$ cat src/rtl/mts_pkg.sv
`timescale 1ns / 1ps
package mts_pkg;

    localparam int DEFAULT_STACK_DEPTH = 64;

    localparam logic [1:0] REQ_PUSH  = 2'd0;
    localparam logic [1:0] REQ_POP   = 2'd1;
    localparam logic [1:0] REQ_QUERY = 2'd2;

    localparam logic [1:0] ERR_OK        = 2'd0;
    localparam logic [1:0] ERR_POP_EMPTY = 2'd1;
    localparam logic [1:0] ERR_PUSH_FULL = 2'd2;

    typedef enum logic [2:0] {
        S_IDLE = 3'b001,
        S_POP  = 3'b010,
        S_RESP = 3'b100
    } t_state;

    typedef struct packed {
        logic push;
        logic pop;
        logic load;
    } t_dp_cmd;

    typedef struct packed {
        logic empty;
        logic full;
        logic one;
    } t_dp_sts;

endpackage

$ cat src/rtl/mts_datapath.sv
`timescale 1ns / 1ps
module mts_datapath import mts_pkg::*; #(
    parameter int STACK_DEPTH = DEFAULT_STACK_DEPTH
) (
    input  logic               i_clk,
    input  logic               i_rst_n,
    input  t_dp_cmd            i_cmd,
    input  logic signed [31:0] i_push_value,
    output t_dp_sts            o_sts,
    output logic signed [31:0] o_top_value,
    output logic signed [31:0] o_min_value,
    output logic [6:0]         o_element_count
);

    localparam int CW = $clog2(STACK_DEPTH + 1);
    localparam int AW = $clog2(STACK_DEPTH);

    // Top entry lives in registers; the memory holds the entries below it.
    logic signed [31:0] r_top;
    logic signed [31:0] r_min;
    logic [CW-1:0]      r_count;
    logic signed [31:0] r_rd_top;
    logic signed [31:0] r_rd_min;
    logic signed [31:0] mem_top [STACK_DEPTH];
    logic signed [31:0] mem_min [STACK_DEPTH];

    logic [CW-1:0]      w_count_m1;
    logic [CW-1:0]      w_count_m2;
    logic [AW-1:0]      w_wr_addr;
    logic [AW-1:0]      w_rd_addr;
    logic signed [31:0] n_min;
    logic [CW+6:0]      w_count_ext;

    assign w_count_m1 = r_count - CW'(1);
    assign w_count_m2 = r_count - CW'(2);
    assign w_wr_addr  = w_count_m1[AW-1:0];
    assign w_rd_addr  = w_count_m2[AW-1:0];

    assign o_sts.empty = (r_count == '0);
    assign o_sts.full  = (r_count == CW'(STACK_DEPTH));
    assign o_sts.one   = (r_count == CW'(1));

    always_comb begin
        if (o_sts.empty || (i_push_value < r_min)) begin
            n_min = i_push_value;
        end else begin
            n_min = r_min;
        end
    end

    always_ff @(posedge i_clk) begin
        if (!i_rst_n) begin
            r_count <= '0;
        end else if (i_cmd.push) begin
            r_count <= r_count + CW'(1);
        end else if (i_cmd.pop) begin
            r_count <= w_count_m1;
        end
    end

    always_ff @(posedge i_clk) begin
        if (i_cmd.push) begin
            r_top <= i_push_value;
            r_min <= n_min;
        end else if (i_cmd.load) begin
            r_top <= r_rd_top;
            r_min <= r_rd_min;
        end
    end

    // Spill the old top below the new one.
    always_ff @(posedge i_clk) begin
        if (i_cmd.push && !o_sts.empty) begin
            mem_top[w_wr_addr] <= r_top;
            mem_min[w_wr_addr] <= r_min;
        end
    end

    // Keep the entry under the top read out through a register addressed from the count.
    always_ff @(posedge i_clk) begin
        r_rd_top <= mem_top[w_rd_addr];
        r_rd_min <= mem_min[w_rd_addr];
    end

    assign w_count_ext     = {7'b0, r_count};
    assign o_element_count = w_count_ext[6:0];
    assign o_top_value     = o_sts.empty ? 32'sd0 : r_top;
    assign o_min_value     = o_sts.empty ? 32'sd0 : r_min;

endmodule

$ cat src/rtl/mts_ctrl.sv
`timescale 1ns / 1ps
module mts_ctrl import mts_pkg::*; (
    input  logic       i_clk,
    input  logic       i_rst_n,
    input  logic       i_in_valid,
    input  logic [1:0] i_req_type,
    input  logic       i_out_stall,
    input  t_dp_sts    i_sts,
    output t_dp_cmd    o_cmd,
    output logic       o_in_stall,
    output logic       o_out_valid,
    output logic [1:0] o_error_code
);

    t_state     r_state;
    t_state     n_state;
    logic [1:0] r_err;
    logic [1:0] n_err;
    logic       w_accept;

    assign w_accept    = (r_state == S_IDLE) && i_in_valid;
    assign o_in_stall  = (r_state != S_IDLE);
    assign o_out_valid = (r_state == S_RESP);
    assign o_error_code = r_err;

    assign o_cmd.push = w_accept && (i_req_type == REQ_PUSH) && !i_sts.full;
    assign o_cmd.pop  = w_accept && (i_req_type == REQ_POP) && !i_sts.empty;
    assign o_cmd.load = (r_state == S_POP);

    always_comb begin
        n_err = r_err;
        if (w_accept) begin
            n_err = ERR_OK;
            if ((i_req_type == REQ_PUSH) && i_sts.full) begin
                n_err = ERR_PUSH_FULL;
            end else if ((i_req_type == REQ_POP) && i_sts.empty) begin
                n_err = ERR_POP_EMPTY;
            end
        end
    end

    always_comb begin
        n_state = r_state;
        unique case (r_state)
            S_IDLE: begin
                if (w_accept) begin
                    // A pop that leaves entries behind waits for the memory read.
                    n_state = (o_cmd.pop && !i_sts.one) ? S_POP : S_RESP;
                end
            end
            S_POP: begin
                n_state = S_RESP;
            end
            S_RESP: begin
                if (!i_out_stall) begin
                    n_state = S_IDLE;
                end
            end
            default: begin
                n_state = S_IDLE;
            end
        endcase
    end

    always_ff @(posedge i_clk) begin
        if (!i_rst_n) begin
            r_state <= S_IDLE;
            r_err   <= ERR_OK;
        end else begin
            r_state <= n_state;
            r_err   <= n_err;
        end
    end

endmodule

$ cat src/rtl/min_tracking_stack.sv
`timescale 1ns / 1ps
// Channel   Direction  Handshake                  Payload
// request   in         i_in_valid / o_in_stall    i_req_type, i_push_value
// result    out        o_out_valid / i_out_stall  o_top_value, o_min_value,
//                                                 o_element_count, o_is_empty, o_error_code
//
// A push, a query or a failed request shows its result in the cycle after the transfer in;
// a pop that leaves the stack non-empty first waits in S_POP for the registered read
// of the stack memory. The next request is taken the cycle after the result transfers.
// Synchronous reset empties the stack; stack memory contents are not cleared.
// The result holds, and requests stall, for as long as i_out_stall is high.
module min_tracking_stack import mts_pkg::*; #(
    parameter int STACK_DEPTH = DEFAULT_STACK_DEPTH
) (
    input  logic               i_clk,
    input  logic               i_rst_n,
    input  logic               i_in_valid,
    output logic               o_in_stall,
    input  logic [1:0]         i_req_type,
    input  logic signed [31:0] i_push_value,
    output logic               o_out_valid,
    input  logic               i_out_stall,
    output logic signed [31:0] o_top_value,
    output logic signed [31:0] o_min_value,
    output logic [6:0]         o_element_count,
    output logic               o_is_empty,
    output logic [1:0]         o_error_code
);

    t_dp_cmd w_cmd;
    t_dp_sts w_sts;

    mts_ctrl u_ctrl (
        .i_clk        (i_clk),
        .i_rst_n      (i_rst_n),
        .i_in_valid   (i_in_valid),
        .i_req_type   (i_req_type),
        .i_out_stall  (i_out_stall),
        .i_sts        (w_sts),
        .o_cmd        (w_cmd),
        .o_in_stall   (o_in_stall),
        .o_out_valid  (o_out_valid),
        .o_error_code (o_error_code)
    );

    mts_datapath #(
        .STACK_DEPTH (STACK_DEPTH)
    ) u_datapath (
        .i_clk           (i_clk),
        .i_rst_n         (i_rst_n),
        .i_cmd           (w_cmd),
        .i_push_value    (i_push_value),
        .o_sts           (w_sts),
        .o_top_value     (o_top_value),
        .o_min_value     (o_min_value),
        .o_element_count (o_element_count)
    );

    assign o_is_empty = w_sts.empty;

endmodule

$ cat config.mk
export PLATFORM = sky130hd
export DESIGN_NAME = min_tracking_stack
export DESIGN_NICKNAME = d
export VERILOG_FILES = /design/src/rtl/mts_pkg.sv /design/src/rtl/mts_datapath.sv /design/src/rtl/mts_ctrl.sv /design/src/rtl/min_tracking_stack.sv
export SDC_FILE = /design/constraint.sdc
export NUM_CORES = 2
export LEC_CHECK = 0
export ABC_CLOCK_PERIOD_IN_PS = 8800
export BUFFER_PORTS_ARGS = -buffer_cell sky130_fd_sc_hd__buf_2
export CORE_ASPECT_RATIO = 1.1
export CORE_MARGIN = 1.5
export CORE_UTILIZATION = 40
export CTS_CLUSTER_SIZE = 30
export DETAILED_ROUTE_END_ITERATION = 12
export GPL_TIMING_DRIVEN = 1
export SLEW_MARGIN = 30
export SYNTH_ARGS = -nofsm -noshare
export SYNTH_HDL_FRONTEND = slang
export SYNTH_SLANG_ARGS = --single-unit
$ cat constraint.sdc
create_clock -name i_clk -period 8.8 [get_ports i_clk]
set_clock_uncertainty 0.1 [all_clocks]
set_input_delay 1.32 -clock i_clk [delete_from_list [all_inputs] [get_ports i_clk]]
set_output_delay 1.32 -clock i_clk [all_outputs]
set_load 0.05 [all_outputs]
======== Word-level counts from Yosys, hierarchy flattened ========
Memory sizes are Yosys's and may differ from the RTL's. A register that Yosys moved wholly into a read port is not among the register bits.
Index checks and enable logic that the tools add are counted.
cells by class
  equality and inequality tests ........... 10
  reductions and logical operators ........ 19
  magnitude comparators ................... 1
  $add $sub $neg .......................... 3
  muxes and demuxes ....................... 17
operators by type and width
  cell                                                                number
  32-bit 2-to-1 mux                                                   7
  32-bit less-than comparator                                         1
  7-bit 2-to-1 mux                                                    2
  1-bit logical AND                                                   9
  3-bit 2-to-1 mux                                                    3
  3-bit one-hot mux with 3 select lines                               1
  7-bit by 1-bit adder with 7-bit output, second input constant       1
  7-bit by 1-bit == test with 1-bit output, second input constant     1
  7-bit == test, second input constant                                1
  7-bit logical NOT                                                   1
  7-bit by 1-bit subtractor with 7-bit output, second input constant  1
  6-bit by 2-bit subtractor with 6-bit output, second input constant  1
  2-bit != test, second input constant                                2
  2-bit AND reduction                                                 2
  2-bit nonzero test                                                  2
  3-bit by 1-bit == test with 1-bit output, second input constant     1
  3-bit by 2-bit == test with 1-bit output, second input constant     1
  3-bit == test, second input constant                                1
  1-bit logical NOT                                                   3
  1-bit 2-to-1 mux                                                    3
  3-bit by 1-bit != test with 1-bit output, second input constant     1
  2-bit by 1-bit == test with 1-bit output, second input constant     1
  2-bit logical NOT                                                   1
  2-bit 2-to-1 mux                                                    1
  other kinds (2)                                                     2
storage, ports and cells
  output and inout port bits .............. 76
  memory bits (writable) .................. 4096
  flip-flop bits (word level) ............. 76
  bits of input ports ..................... 38
  memories ................................ 2
  logic and storage cells ................. 57
memory list
  name                depth  width  read ports  clocked after Yosys merged registers in  wr ports  RTL line            RTL
  u_datapath.mem_min  64     32     1           1                                        1         mts_datapath.sv:25  logic signed [31:0] mem_min [STACK_DEPTH];
  u_datapath.mem_top  64     32     1           1                                        1         mts_datapath.sv:24  logic signed [31:0] mem_top [STACK_DEPTH];

======== Logic depth before layout (Yosys ltp) ========
  depth after elaboration ................. 8
  depth in mapped cells ................... 17
  gate-level depth less buffers ........... 8

======== By module ========
A second synthesis with hierarchy kept.
second synthesis, totals
  cells, all modules ...................... 6921
  area, all modules ....................... 162118.0 µm²
by module, submodules not included
  module        cells each  times used  area each (µm²)  sequential area each (µm²)
  mts_datapath  6888        1           161841.5         126341.2
  mts_ctrl      33          1           276.5            100.1

======== Worst setup path before layout ========
No wires, ideal clock.
  kind .................................... reg-to-reg
  start ................................... reg u_datapath.r_count[1], in the netlist u_datapath.o_element_count[1]
  end ..................................... reg u_datapath.r_min[0] (enable)
  path slack .............................. 1.974 ns
  buffers on the path ..................... 6
  cell stages (with the launch flop) ...... 14
  data required time ...................... 8.232 ns
  period minus slack after synthesis ...... 6.826 ns
  arrival ................................. 6.258 ns
  setup time .............................. 0.468 ns
  cells stage by stage .................... dfxtp_1 > clkbuf_2 > buf_4 > buf_4 > buf_4 > buf_2 > buf_1 > inv_1 > ha_1 > nor2b_1 > nand3_1 > nand2_1 > o21ai_0 > nor3b_1
between the ends
  longest elaborated chain between the ends .. 5
  elaborated cells between the ends (all ways) .. 8
  those cells by class .................... eq/ne (2); reduce/logical (6)
ends and longest elaborated chain
  element                                                               RTL line            RTL
  start, declared                                                       mts_datapath.sv:21  logic [CW-1:0] r_count;
  start signal, assigned                                                mts_datapath.sv:55  r_count <= r_count + CW'(1);
  start signal, assigned                                                mts_datapath.sv:57  r_count <= w_count_m1;
  7-bit == test                                                         mts_datapath.sv:40  assign o_sts.full = (r_count == CW'(STACK_DEPTH));
  1-bit logical NOT                                                     mts_ctrl.sv:26      assign o_cmd.push = w_accept && (i_req_type == REQ_PUSH) && !i_sts.full;
  1-bit logical AND                                                     mts_ctrl.sv:26
  2-bit != test (no source line) or 2-bit nonzero test (tied branches)  -
  2-bit AND reduction (no source line) (*)                              -
  end signal, assigned                                                  mts_datapath.sv:64  r_min <= n_min;
  end signal, assigned                                                  mts_datapath.sv:67  r_min <= r_rd_min;
  end, declared                                                         mts_datapath.sv:20  logic signed [31:0] r_min;
Mark *: on every way between the ends. The rest lies on a longest branch, timed or not.
A chain may end at the register's enable or synchronous reset.

======== Worst setup path after layout ========
  start ................................... reg u_datapath.r_count[1], in the netlist u_datapath.o_element_count[1]
  end ..................................... out o_min_value[31]
between the ends
  longest elaborated chain between the ends .. 2
ends and longest elaborated chain
  element            RTL line                  RTL
  7-bit logical NOT  mts_datapath.sv:39        assign o_sts.empty = (r_count == '0);
  32-bit 2-to-1 mux  mts_datapath.sv:88        assign o_min_value = o_sts.empty ? 32'sd0 : r_min;
  end, declared      min_tracking_stack.sv:24  output logic signed [31:0] o_min_value,
No other way between the ends.

==> flow_metrics.py <==
metrics = {
    "run_status": {
        "status": "finished, final reports clean",
    },
    "die": {
        "dieArea_um2": 409000,
        "initial_core_util": 0.403,
        "die_y_um": 671,
        "coreArea_um2": 402000,
        "die_w_um": 610,
        "rows": 244,
        "ioPinCount": 114,
    },
    "synth": {
        "synthCells": 6854,
        "synth-seq-cells": 4236,
        "synthTopCellsByArea": "edfxtp_1, mux4_2, dfxtp_1",
        "synth_top_area_frac": 0.771,
        "yosysUniqueCellTypes": 54,
        "yosysTopAreaCell": "edfxtp_1",
        "ys.flop_type": "edfxtp_1",
        "synth-warning-count": 0,
        "synth_edf_count": 4160,
        "synth_area_per_cell_um2": 23.6,
        "synth_area_um2": 162000,
        "yosysSeqAreaShare": 0.780,
        "syn_nets": 6929,
        "async_reset_ff_frac": 0,
    },
    "pwr": {
        "p_per_area_nw_per_um2": 239,
        "power_w": 0.0440,
        "leakage_nw": 55.7,
        "ir_drop_mv": 0.159,
    },
    "place": {
        "globalplace.congestion": 0.873,
        "dp_hpwl_um": 267000,
        "io_buffers": 113,
    },
    "cells_and_area": {
        "drive_gt1_frac": 0.302,
        "fin_nets": 7372,
        "syn2layout_area_growth_pct": 13.9,
    },
    "global_routing": {
        "grt-ovfl-total": 0,
        "grt_first_pass_wirelength_um": 634000,
        "grt_max_degree": 123,
        "grt_pass1_vias": 78132,
        "antenna_found_initial": 49,
        "grt_use_total": 0.223,
    },
    "sta": {
        "setup_violations": 0,
        "grt_setup_unrepaired": "no",
        "clock.fmax_mhz": 184,
        "period_needed_ns": 5.45,
        "drv_slew": 0,
        "finalHoldViolations": 0,
        "worstMarginPinSlew_ns": 1.04,
        "fin_tns_setup_ns": 0,
        "min_period_over_period": 0.619,
        "slew_headroom": 0.308,
    },
    "clocking": {
        "ctsHoldBuffers": 0,
        "clkTransAtPathRegs_ns": 0.07,
        "tritoncts": "yes",
        "cts_max_path_buffers": 4,
        "cts-root-buf": "clkbuf_16",
        "clkSinkCount": 4236,
        "insertion_delay_ns": 0.99,
        "h-tree-depth": 5,
        "cts_resized": 0,
        "numCtsBuffers": 409,
        "post_cts_buffers": 0,
    },
    "setup_path": {
        "crit_arrival_ns": 4.03,
        "critical_path_class": "reg -> out",
        "startpoint_type": "flip-flop",
        "critPathCaptureType": "output pin",
        "worstPathRequired_ns": 7.38,
        "cp_max_fo": 33,
    },
    "detailed_routing": {
        "drcViolationCount": 0,
        "drtIter0Drc": 10679,
        "drt_wl_total_um": 460000,
        "wl_per_cell_um": 35.6,
        "postRouteAntennaNets": 0,
        "drtPass1Iterations": 5,
        "via_per_inst": 6.05,
        "vias": 78384,
    },
    "worst_hold_path": {
        "hold_class": "reg -> reg",
    },
    "flow_run": {
        "maxCapViolCount": 0,
    },
}
==> kinds of logic (layout without fill, tap and decap cells) <==
family / after synthesis / after routing / share of synthesized area
AND/OR/NAND/NOR: 585 / 585 / 0.0158
other: 0 / 12 / 0
flip-flops: 4236 / 4236 / 0.780
AO/OA/AOI/OAI: 302 / 302 / 0.0151
buffers and inverters: 398 / 1191 / 0.0121
adder cells (fa/ha/maj): 37 / 37 / 0.00286
XOR/XNOR: 14 / 14 / 0.000757
multiplexers: 1282 / 1282 / 0.173
==> placed cells by master (no fill, tap or decap), types with 42 or more instances in the layout <==
| cell type | instances |
|---|---|
| a211oi_1 | 65 |
| buf_12 | 58 |
| buf_2 | 113 |
| buf_4 | 210 |
| bufinv_16 | 42 |
| clkbuf_1 | 87 |
| clkbuf_16 | 415 |
| clkinv_1 | 67 |
| clkinv_2 | 80 |
| dfxtp_1 | 74 |
| edfxtp_1 | 4160 |
| mux2i_1 | 65 |
| mux4_2 | 1216 |
| nand2_1 | 256 |
| nand2b_1 | 67 |
| nor2_1 | 118 |
| nor2_4 | 64 |
| o2111a_1 | 64 |
| o2111ai_1 | 64 |
| o22ai_1 | 64 |
==> power breakdown <==
group	switching (W)	internal [W]
registers	0.000116	0.0224
logic	0.00248	0.00135
clock network	0.00765	0.0101
==> path summary, 6_finish.rpt <==
check                                         endpoint  depth (start not counted)                                        from  slack, ns
setup reg to reg  u_datapath.mem_top[55][27]$_DFFE_PP_                          8  u_datapath.o_element_count[1]$_SDFFE_PN0P_       3.95
hold reg to reg         u_datapath.r_top[12]$_DFFE_PP_                          2             u_datapath.r_rd_top[12]$_DFF_P_       0.39
hold / removal          u_datapath.r_top[12]$_DFFE_PP_                          2             u_datapath.r_rd_top[12]$_DFF_P_       0.39
setup / recovery                       o_min_value[31]                          6  u_datapath.o_element_count[1]$_SDFFE_PN0P_       3.35
==> critical path: stages, from the launching register on <==
cell	delay (ns)
dfxtp_4	0.76
inv_1	0.25
ha_1	0.35
nand4_1	0.17
inv_2	0.37
nor2_2	0.71
buf_2	0.39
==> flip-flops by register name (all words and copies together) (netlist names) <==
signal                      count
u_datapath.r_rd_top            32
u_datapath.mem_top           2048
u_datapath.mem_min           2048
u_datapath.o_element_count      7
u_ctrl.r_state                  3
u_datapath.r_rd_min            32
u_datapath.r_min               32
u_ctrl.o_error_code             2
u_datapath.r_top               32
==> routing by layer <==
layer  part of all wire  GRT usage  routed length, um  up-vias
met5            0.00026          0                118        -
met4              0.035     0.0704              16200       18
li1                   -          -                  -    30313
met1               0.39      0.308             180000    43137
met3              0.093     0.0415              42900      677
met2               0.48      0.358             221000     4239
==> Yosys cell counts (all sizes together) (2+ instances only) <==
cell     instances
edfxtp        4160
mux4          1216
nand2          259
buf            220
nor2           184
clkbuf         141
dfxtp           76
nand2b          68
a211oi          66
mux2i           65
o2111a          64
o2111ai         64
o22ai           64
and2            37
ha              37
inv             36
a21oi           22
nand3           11
xnor2           10
o21ai            7
nand4            5
nor3             4
xor2             4
nor2b            3
nor3b            3
a22oi            2
and3             2
nand3b           2
o211ai           2
o21a             2
or3              2
==> layout make-up <==
type                    instances  area [um2]
clock buffers                 517       10900
flip-flops and latches       4236      126000
well taps                    5289        6620
inverters                      37         139
fillers                     32916      218000
multi-input cells            2220       34300
repair buffers                393        3540
diodes                         12        30.0
clock inverters               244        2590
==> stage by stage <==
step	hold WS (ns)	cells	utilization	cell area [um2]	setup WS, ns
after floorplan	0.375	6854	-	162000	1.97
after global placement	0.389	12163	0.424	171000	2.87
after detailed placement	0.385	12171	0.425	171000	2.97
after CTS	0.398	12932	0.458	184000	3.22
after global routing	0.421	12938	0.459	185000	3.17
final	0.393	12948	0.459	185000	3.35
(Power assumes the default switching activity.)
